<file path="src/sv/rdh_pkg.sv">
`timescale 1ns / 1ps
// ----------------------------------------------------------------------------
// rdh_pkg
// Shared types and constants of the rv32i decode and hazard detect block.
// ----------------------------------------------------------------------------
package rdh_pkg;

  localparam int COUNT_BITS  = 32;
  localparam int QUEUE_DEPTH = 2;
  localparam int TALLY_BITS  = 32;
  localparam int NUM_FORMATS = 6;

  localparam logic [6:0] OPC_OP     = 7'b0110011;
  localparam logic [6:0] OPC_OP_IMM = 7'b0010011;
  localparam logic [6:0] OPC_LOAD   = 7'b0000011;
  localparam logic [6:0] OPC_JALR   = 7'b1100111;
  localparam logic [6:0] OPC_SYSTEM = 7'b1110011;
  localparam logic [6:0] OPC_STORE  = 7'b0100011;
  localparam logic [6:0] OPC_BRANCH = 7'b1100011;
  localparam logic [6:0] OPC_JAL    = 7'b1101111;
  localparam logic [6:0] OPC_LUI    = 7'b0110111;
  localparam logic [6:0] OPC_AUIPC  = 7'b0010111;

  typedef enum logic [2:0] {
    FMT_R       = 3'd0,
    FMT_I       = 3'd1,
    FMT_S       = 3'd2,
    FMT_B       = 3'd3,
    FMT_U       = 3'd4,
    FMT_J       = 3'd5,
    FMT_UNKNOWN = 3'd6
  } format_e;

  // decoded item handed from the front end to the back end
  typedef struct packed {
    format_e     fmt;
    logic [4:0]  dest;
    logic [4:0]  src1;
    logic [4:0]  src2;
    logic [2:0]  funct3;
    logic [6:0]  funct7;
    logic [20:0] imm;
    logic        hazard_near;
    logic        hazard_far;
  } item_t;

  typedef struct packed {
    item_t                 item;
    logic [TALLY_BITS-1:0] tally;
  } result_t;

endpackage

</file>
<file path="src/sv/rdh_front.sv">
`timescale 1ns / 1ps
// ----------------------------------------------------------------------------
// rdh_front
// Classifies an instruction word, extracts its fields and checks it against
// the destinations of the two previous instructions.
// ----------------------------------------------------------------------------
module rdh_front (
  input  logic           clk_i,
  input  logic           rst_ni,
  input  logic           accept_i,
  input  logic [31:0]    instr_i,
  output rdh_pkg::item_t item_o
);

  logic [4:0] last_dest_q, last_dest_d;
  logic [4:0] older_dest_q, older_dest_d;

  rdh_pkg::format_e fmt;
  logic             use1, use2;
  rdh_pkg::item_t   item;

  always_comb begin
    unique case (instr_i[6:0])
      rdh_pkg::OPC_OP:     fmt = rdh_pkg::FMT_R;
      rdh_pkg::OPC_OP_IMM,
      rdh_pkg::OPC_LOAD,
      rdh_pkg::OPC_JALR,
      rdh_pkg::OPC_SYSTEM: fmt = rdh_pkg::FMT_I;
      rdh_pkg::OPC_STORE:  fmt = rdh_pkg::FMT_S;
      rdh_pkg::OPC_BRANCH: fmt = rdh_pkg::FMT_B;
      rdh_pkg::OPC_LUI,
      rdh_pkg::OPC_AUIPC:  fmt = rdh_pkg::FMT_U;
      rdh_pkg::OPC_JAL:    fmt = rdh_pkg::FMT_J;
      default:             fmt = rdh_pkg::FMT_UNKNOWN;
    endcase
  end

  always_comb begin
    item        = '0;
    item.fmt    = fmt;
    item.funct3 = instr_i[14:12];
    item.funct7 = instr_i[31:25];
    use1        = 1'b0;
    use2        = 1'b0;
    unique case (fmt)
      rdh_pkg::FMT_R: begin
        item.dest = instr_i[11:7];
        item.src1 = instr_i[19:15];
        item.src2 = instr_i[24:20];
        use1      = 1'b1;
        use2      = 1'b1;
      end
      rdh_pkg::FMT_I: begin
        item.dest = instr_i[11:7];
        item.src1 = instr_i[19:15];
        item.imm  = {9'd0, instr_i[31:20]};
        use1      = 1'b1;
      end
      rdh_pkg::FMT_S: begin
        item.src1 = instr_i[19:15];
        item.src2 = instr_i[24:20];
        item.imm  = {9'd0, instr_i[31:25], instr_i[11:7]};
        use1      = 1'b1;
        use2      = 1'b1;
      end
      rdh_pkg::FMT_B: begin
        item.src1 = instr_i[19:15];
        item.src2 = instr_i[24:20];
        item.imm  = {8'd0, instr_i[31], instr_i[7], instr_i[30:25], instr_i[11:8], 1'b0};
        use1      = 1'b1;
        use2      = 1'b1;
      end
      rdh_pkg::FMT_U: begin
        item.dest = instr_i[11:7];
        item.imm  = {1'b0, instr_i[31:12]};
      end
      rdh_pkg::FMT_J: begin
        item.dest = instr_i[11:7];
        item.imm  = {instr_i[31], instr_i[19:12], instr_i[20], instr_i[30:21], 1'b0};
      end
      default: begin
      end
    endcase
    // x0 never causes a hazard
    item.hazard_near = (last_dest_q != 5'd0) &&
                       ((use1 && item.src1 == last_dest_q) ||
                        (use2 && item.src2 == last_dest_q));
    item.hazard_far  = (older_dest_q != 5'd0) &&
                       ((use1 && item.src1 == older_dest_q) ||
                        (use2 && item.src2 == older_dest_q));
  end

  assign item_o = item;

  always_comb begin
    last_dest_d  = last_dest_q;
    older_dest_d = older_dest_q;
    if (accept_i) begin
      older_dest_d = last_dest_q;
      last_dest_d  = item.dest;
    end
  end

  always_ff @(posedge clk_i or negedge rst_ni) begin
    if (!rst_ni) begin
      last_dest_q  <= 5'd0;
      older_dest_q <= 5'd0;
    end else begin
      last_dest_q  <= last_dest_d;
      older_dest_q <= older_dest_d;
    end
  end

endmodule

</file>
<file path="src/sv/rdh_fifo.sv">
`timescale 1ns / 1ps
// ----------------------------------------------------------------------------
// rdh_fifo
// Short queue of decoded items between the front end and the back end.
// ----------------------------------------------------------------------------
module rdh_fifo #(
  parameter int DEPTH = rdh_pkg::QUEUE_DEPTH
) (
  input  logic           clk_i,
  input  logic           rst_ni,
  input  logic           push_i,
  input  rdh_pkg::item_t wdata_i,
  output logic           full_o,
  input  logic           pop_i,
  output rdh_pkg::item_t rdata_o,
  output logic           empty_o
);

  localparam int PtrBits = $clog2(DEPTH);
  localparam int CntBits = $clog2(DEPTH + 1);

  rdh_pkg::item_t     mem_q [DEPTH];
  logic [PtrBits-1:0] wptr_q, wptr_d, rptr_q, rptr_d;
  logic [CntBits-1:0] cnt_q, cnt_d;
  logic               do_push, do_pop;

  assign full_o  = (cnt_q == CntBits'(DEPTH));
  assign empty_o = (cnt_q == '0);
  assign do_push = push_i && !full_o;
  assign do_pop  = pop_i && !empty_o;
  assign rdata_o = mem_q[rptr_q];

  always_comb begin
    wptr_d = wptr_q;
    rptr_d = rptr_q;
    cnt_d  = cnt_q;
    if (do_push) begin
      wptr_d = (wptr_q == PtrBits'(DEPTH - 1)) ? '0 : wptr_q + 1'b1;
    end
    if (do_pop) begin
      rptr_d = (rptr_q == PtrBits'(DEPTH - 1)) ? '0 : rptr_q + 1'b1;
    end
    if (do_push && !do_pop) begin
      cnt_d = cnt_q + 1'b1;
    end else if (do_pop && !do_push) begin
      cnt_d = cnt_q - 1'b1;
    end
  end

  always_ff @(posedge clk_i or negedge rst_ni) begin
    if (!rst_ni) begin
      wptr_q <= '0;
      rptr_q <= '0;
      cnt_q  <= '0;
    end else begin
      wptr_q <= wptr_d;
      rptr_q <= rptr_d;
      cnt_q  <= cnt_d;
    end
  end

  always_ff @(posedge clk_i) begin
    if (do_push) begin
      mem_q[wptr_q] <= wdata_i;
    end
  end

endmodule

</file>
<file path="src/sv/rdh_back.sv">
`timescale 1ns / 1ps
// ----------------------------------------------------------------------------
// rdh_back
// Updates the per-format counts and holds the finished result for the
// output side.
// ----------------------------------------------------------------------------
module rdh_back #(
  parameter int COUNT_BITS = rdh_pkg::COUNT_BITS
) (
  input  logic             clk_i,
  input  logic             rst_ni,
  input  logic             q_empty_i,
  input  rdh_pkg::item_t   q_item_i,
  output logic             q_pop_o,
  output logic             out_valid_o,
  input  logic             out_pop_i,
  output rdh_pkg::result_t out_o
);

  localparam int WideBits = (COUNT_BITS > rdh_pkg::TALLY_BITS) ? COUNT_BITS
                                                                : rdh_pkg::TALLY_BITS;

  logic [COUNT_BITS-1:0] counts_q [rdh_pkg::NUM_FORMATS];
  logic [COUNT_BITS-1:0] next_cnt;
  logic [WideBits-1:0]   wide_cnt;
  logic [2:0]            idx;
  logic                  known;
  logic                  take;
  logic                  out_valid_q, out_valid_d;
  rdh_pkg::result_t      out_q, out_d;

  assign take    = !q_empty_i && (!out_valid_q || out_pop_i);
  assign q_pop_o = take;
  assign idx     = q_item_i.fmt;
  assign known   = (q_item_i.fmt != rdh_pkg::FMT_UNKNOWN);

  always_comb begin
    next_cnt = '0;
    if (known) begin
      next_cnt = counts_q[idx] + 1'b1;
    end
  end

  assign wide_cnt = WideBits'(next_cnt);

  always_comb begin
    out_d       = out_q;
    out_valid_d = out_valid_q;
    if (take) begin
      out_d.item  = q_item_i;
      out_d.tally = wide_cnt[rdh_pkg::TALLY_BITS-1:0];
      out_valid_d = 1'b1;
    end else if (out_pop_i) begin
      out_valid_d = 1'b0;
    end
  end

  always_ff @(posedge clk_i or negedge rst_ni) begin
    if (!rst_ni) begin
      out_valid_q <= 1'b0;
      for (int i = 0; i < rdh_pkg::NUM_FORMATS; i++) begin
        counts_q[i] <= '0;
      end
    end else begin
      out_valid_q <= out_valid_d;
      if (take && known) begin
        counts_q[idx] <= next_cnt;
      end
    end
  end

  always_ff @(posedge clk_i) begin
    out_q <= out_d;
  end

  assign out_valid_o = out_valid_q;
  assign out_o       = out_q;

endmodule

</file>
<file path="src/sv/rv32i_decode_hazard_detect.sv">
`timescale 1ns / 1ps
// ----------------------------------------------------------------------------
// rv32i_decode_hazard_detect
// RV32I decode with format classification, field extraction, read-after-
// write hazard flags at distance one and two, and per-format counts.
// ----------------------------------------------------------------------------
// channel   direction  handshake          payload
// input     in         push / full        instruction_word_i
// result    out        empty / pop        format_code_o .. format_tally_o
//
// one item per clock sustained while the result side keeps popping; a pushed
// item passes through the decoded-item queue, then the output register.
// reset clears the destination history, the counts and the queue at once.
// a stalled result side fills the queue, then full rises; the front end
// decodes in the cycle of acceptance and never stalls by itself.
// ----------------------------------------------------------------------------
module rv32i_decode_hazard_detect #(
  parameter int COUNT_BITS  = rdh_pkg::COUNT_BITS,
  parameter int QUEUE_DEPTH = rdh_pkg::QUEUE_DEPTH
) (
  input  logic        clk_i,
  input  logic        rst_ni,
  input  logic        push,
  output logic        full,
  input  logic [31:0] instruction_word_i,
  output logic        empty,
  input  logic        pop,
  output logic [2:0]  format_code_o,
  output logic [4:0]  dest_reg_o,
  output logic [4:0]  src_reg_one_o,
  output logic [4:0]  src_reg_two_o,
  output logic [2:0]  func_three_o,
  output logic [6:0]  func_seven_o,
  output logic [20:0] immediate_bits_o,
  output logic        hazard_near_o,
  output logic        hazard_far_o,
  output logic [31:0] format_tally_o
);

  rdh_pkg::item_t   dec_item, q_item;
  rdh_pkg::result_t res;
  logic             accept, q_full, q_empty, q_pop, out_valid;

  assign accept = push && !q_full;
  assign full   = q_full;

  rdh_front u_front (
    .clk_i    (clk_i),
    .rst_ni   (rst_ni),
    .accept_i (accept),
    .instr_i  (instruction_word_i),
    .item_o   (dec_item)
  );

  rdh_fifo #(
    .DEPTH (QUEUE_DEPTH)
  ) u_fifo (
    .clk_i   (clk_i),
    .rst_ni  (rst_ni),
    .push_i  (push),
    .wdata_i (dec_item),
    .full_o  (q_full),
    .pop_i   (q_pop),
    .rdata_o (q_item),
    .empty_o (q_empty)
  );

  rdh_back #(
    .COUNT_BITS (COUNT_BITS)
  ) u_back (
    .clk_i       (clk_i),
    .rst_ni      (rst_ni),
    .q_empty_i   (q_empty),
    .q_item_i    (q_item),
    .q_pop_o     (q_pop),
    .out_valid_o (out_valid),
    .out_pop_i   (pop),
    .out_o       (res)
  );

  assign empty            = !out_valid;
  assign format_code_o    = res.item.fmt;
  assign dest_reg_o       = res.item.dest;
  assign src_reg_one_o    = res.item.src1;
  assign src_reg_two_o    = res.item.src2;
  assign func_three_o     = res.item.funct3;
  assign func_seven_o     = res.item.funct7;
  assign immediate_bits_o = res.item.imm;
  assign hazard_near_o    = res.item.hazard_near;
  assign hazard_far_o     = res.item.hazard_far;
  assign format_tally_o   = res.tally;

  // a full queue means the output register is holding a result
  assert property (@(posedge clk_i) disable iff (!rst_ni) q_full |-> out_valid)
    else $error("queue full while output register empty");

  assert property (@(posedge clk_i) disable iff (!rst_ni)
    (!empty && format_code_o == rdh_pkg::FMT_UNKNOWN) |->
      (format_tally_o == '0 && dest_reg_o == '0 && immediate_bits_o == '0))
    else $error("unknown format carries count or fields");

  assert property (@(posedge clk_i) disable iff (!rst_ni)
    (!empty && (format_code_o == rdh_pkg::FMT_U || format_code_o == rdh_pkg::FMT_J)) |->
      (!hazard_near_o && !hazard_far_o && format_tally_o != '0))
    else $error("u or j format flagged a hazard or has no count");

  // an accepted item with nothing ahead reaches the queue on the next edge
  assert property (@(posedge clk_i) disable iff (!rst_ni)
    (accept && q_empty) |=> !q_empty)
    else $error("accepted item lost before the queue");

endmodule

</file>
<file path="config.mk">
export PLATFORM = sky130hd
export DESIGN_NAME = rv32i_decode_hazard_detect
export DESIGN_NICKNAME = d
export VERILOG_FILES = /design/src/sv/rdh_pkg.sv /design/src/sv/rdh_front.sv /design/src/sv/rdh_fifo.sv /design/src/sv/rdh_back.sv /design/src/sv/rv32i_decode_hazard_detect.sv
export SDC_FILE = /design/constraint.sdc
export NUM_CORES = 1
export LEC_CHECK = 0
export ABC_AREA = 1
export BUFFER_PORTS_ARGS = -buffer_cell sky130_fd_sc_hd__buf_2
export CORE_ASPECT_RATIO = 0.75
export CORE_MARGIN = 1
export CORE_UTILIZATION = 35
export CTS_CLUSTER_DIAMETER = 60
export DETAILED_ROUTE_END_ITERATION = 6
export SLEW_MARGIN = 20
export SYNTH_ARGS = -nofsm -noshare
export SYNTH_HDL_FRONTEND = slang
export SYNTH_SLANG_ARGS = --single-unit
</file>
<file path="constraint.sdc">
create_clock -name clk_i -period 4.09 [get_ports clk_i]
set_input_delay 0.6135 -clock clk_i [delete_from_list [all_inputs] [get_ports clk_i]]
set_output_delay 0.6135 -clock clk_i [all_outputs]
set_load 0.02 [all_outputs]
</file>
==> metrics.cfg <==
[run_status]
status=finished clean

[sta]
setup_viol=0
hold_viol=0
period_share_pct=88.0
setup_total_negative_slack_ns=0
fin_ws_ns=0.491
max_freq_mhz=278
slew_viol_final=0
rsz0062_at_grt=false
relSlewSlack_pct=33.3
skew_ns=0.0426
period_minus_slack_ns=3.60
worstMarginPinSlew_ns=0.994

[clock_network]
numCtsBuffers=44
clk-insertion-delay-late_ns=0.60
ctsResizeCount=0
holdBufCountCts=0
clock_path_buffers=3
postCtsSetupBuffers=0
htreeDepth=2
cts_tree=built
cts-root-buf=clkbuf_16
cts.clk_slew.worst_paths_ns=0.07
cts.sinks=392

[synthesis]
synth_area_leaders=edfxtp_1 29%, dfrtp_1 27%, nand2_1 19%, nand3_1 5.0%, inv_1 4.4%
syn_nets=2335
synth_seq_area_share_pct=56.3
synth.distinct_cells=46
syn_area_sq_um=19100
netlist.area_leader.share_pct=29.2
syn_inst=2296
synth_edf_count=185
syn_avg_cell_area_sq_um=8.30
async_flop_share_pct=52.8
synth-main-ff-cell=dfrtp_1
ys_seq_elements=392
synth_top_area_cell=edfxtp_1
yosysWarnings=0

[placed_design]
gp_congestion=0.947
dp_slack_ns=0.594
post_dp_cell_area_sq_um=20400
numPortBuffers=120
hpwl_um=37400

[drt]
post_drt_wl_per_cell_um=18.2
vias_per_cell=5.02
antenna_left=0
routed_wl_um=57400
drt_pass1_iterations=6
vias=15818
drt_iter0_markers=1584
drc_errors=0

[global_routing]
grt_pass1_vias=14975
antenna_found_initial=1
gr-total-overflow=0
grtUsageTotal_pct=20.8
grt_pass1_wl_um=88900
grt_max_degree=91

[floorplanning]
rows=73
start_util_pct=35.7
dieHeight_um=204
io_pins=121
floorplan.die_area_sq_um=55400
die_w_um=271
core-area_sq_um=53300

[power_and_ir_drop]
power_density_nw_per_um2=859
p_leak_nw=10.4
finalPower_w=0.0189
ir_drop_v=0.000386

[finish]
diodes=0
finish.instance_area_sq_um=22000
drive_above_1_share_pct=13.0
layout_common_cells=962 x nand2_1, 224 x inv_1, 206 x dfrtp_1
area_delta_synth_final_pct=15.2
layout_commonest_cell=nand2_1
fin_nets=2440

[setup_path]
cp.required_ns=4.44
endpoint_kind=register
critical_path_class=register to register
worstPathArrival_ns=3.95
worstSetupStartpointType=register
crit_fanout=17

[worst_hold_path]
hold_path_class=input port to async pin

[flow_run]
maxCapViolCount=0

[final cells by class]
class,instances,area [sq um]
Timing Repair Buffer,151,892
Inverter,237,890
Clock buffer,49,1180
Fill cell,5401,31400
Multi-Input combinational cell,1575,6990
Sequential cell,392,10700
Tap cell,712,891
Clock inverter,33,377
[per-stage QoR]
step / hold slack (ns) / util, % / std cells
detailed placement: 0.457 / 38.2 / 3067
finish: 0.00920 / 41.2 / 3149
CTS: 0.0228 / 41.2 / 3149
floorplan: 0.318 / - / 2296
global placement: 0.454 / 38.2 / 3067
global route: 0.0483 / 41.2 / 3149
[cells by family after synthesis]
kind of cell | after synthesis | share of synthesized area (%)
AOI/OAI and AO/OA | 204 | 5.81
xor gates and xnor gates | 10 | 0.460
adders and majority gates | 3 | 0.197
buffers and inverters | 329 | 7.19
DFF | 392 | 56.3
and+or+nand+nor | 1358 | 30.0
[synthesized netlist by cell type, types with 4 or more instances]
cell type and instances:
nand2_1 965, inv_1 224, dfrtp_1 207, nand3_1 190, edfxtp_1 185, nor2_1 103, o21ai_0 102, o21ai_1 51
clkbuf_1 50, a21oi_1 26, nor2_2 22, buf_2 15, buf_4 14, nand2_2 13, nand3_2 13, inv_2 10
nand3b_1 10, xor2_1 9, and2_1 7, buf_6 7, nand4_1 7, o22ai_1 7, buf_1 5, nand4_2 5
nor3_1 5, or2_2 5, o221ai_1 4
[flip-flops by register name, summed over array words and instances (netlist names)]
| register | count |
|---|---|
| u_front.last_dest_q | 5 |
| u_fifo.mem_q | 102 |
| u_front.older_dest_q | 5 |
| u_fifo.wptr_q | 1 |
| u_back.out_o | 83 |
| u_back.counts_q | 192 |
| u_fifo.cnt_q | 2 |
| u_back.out_valid_o | 1 |
| u_fifo.rptr_q | 1 |
[report_power, final]
part,switching [W],internal [W],total [W],leakage (nW)
combinational,0.00593,0.00213,0.00806,5.19
clock,0.00177,0.00245,0.00423,0.769
sequential,0.000666,0.00591,0.00658,4.47
total,0.00837,0.0105,0.0189,10.4
[path summary, 6_finish.rpt]
path | from | endpoint | slack, ns | cells past startpoint
worst max register to register | u_fifo.rptr_q | u_back.out_o[18] | 0.49 | 15
worst max-delay path | u_fifo.rptr_q | u_back.out_o[18] | 0.49 | 15
worst min register to register | u_back.counts_q[118] | u_back.counts_q[118] | 0.47 | 2
worst min-delay path | rst_ni | u_back.counts_q[22] | 0.009 | 1
min in group clk_i | pop | u_back.out_valid_o | 0.26 | 2
max in group asynchronous | rst_ni | u_fifo.rptr_q | 3.01 | 2
[critical path, cell delays in order, from the launching register on]
cell     delay [ns]
dfrtp_2        0.48
inv_2          0.15
nand2_1        0.08
nand2_2        0.43
nor2_1         0.12
buf_4          0.26
nand3_1        0.10
nand2_1        0.08
nor2_2         0.26
nand2_1        0.15
nor2_1         0.33
nand2_1        0.17
nor2_2         0.28
nand3_2        0.24
nand2_1        0.17
inv_1          0.06
[routing by layer]
metal | part of all wire [%] | GRT usage (%) | up-vias
met2 | 41 | 29.8 | 590
met1 | 49 | 32.0 | 7620
met5 | 0 | 0 | -
li1 | - | - | 7517
met4 | 1.9 | 5.38 | 0
met3 | 7.3 | 3.59 | 91
Note: power is estimated with default switching activity, not from simulation.
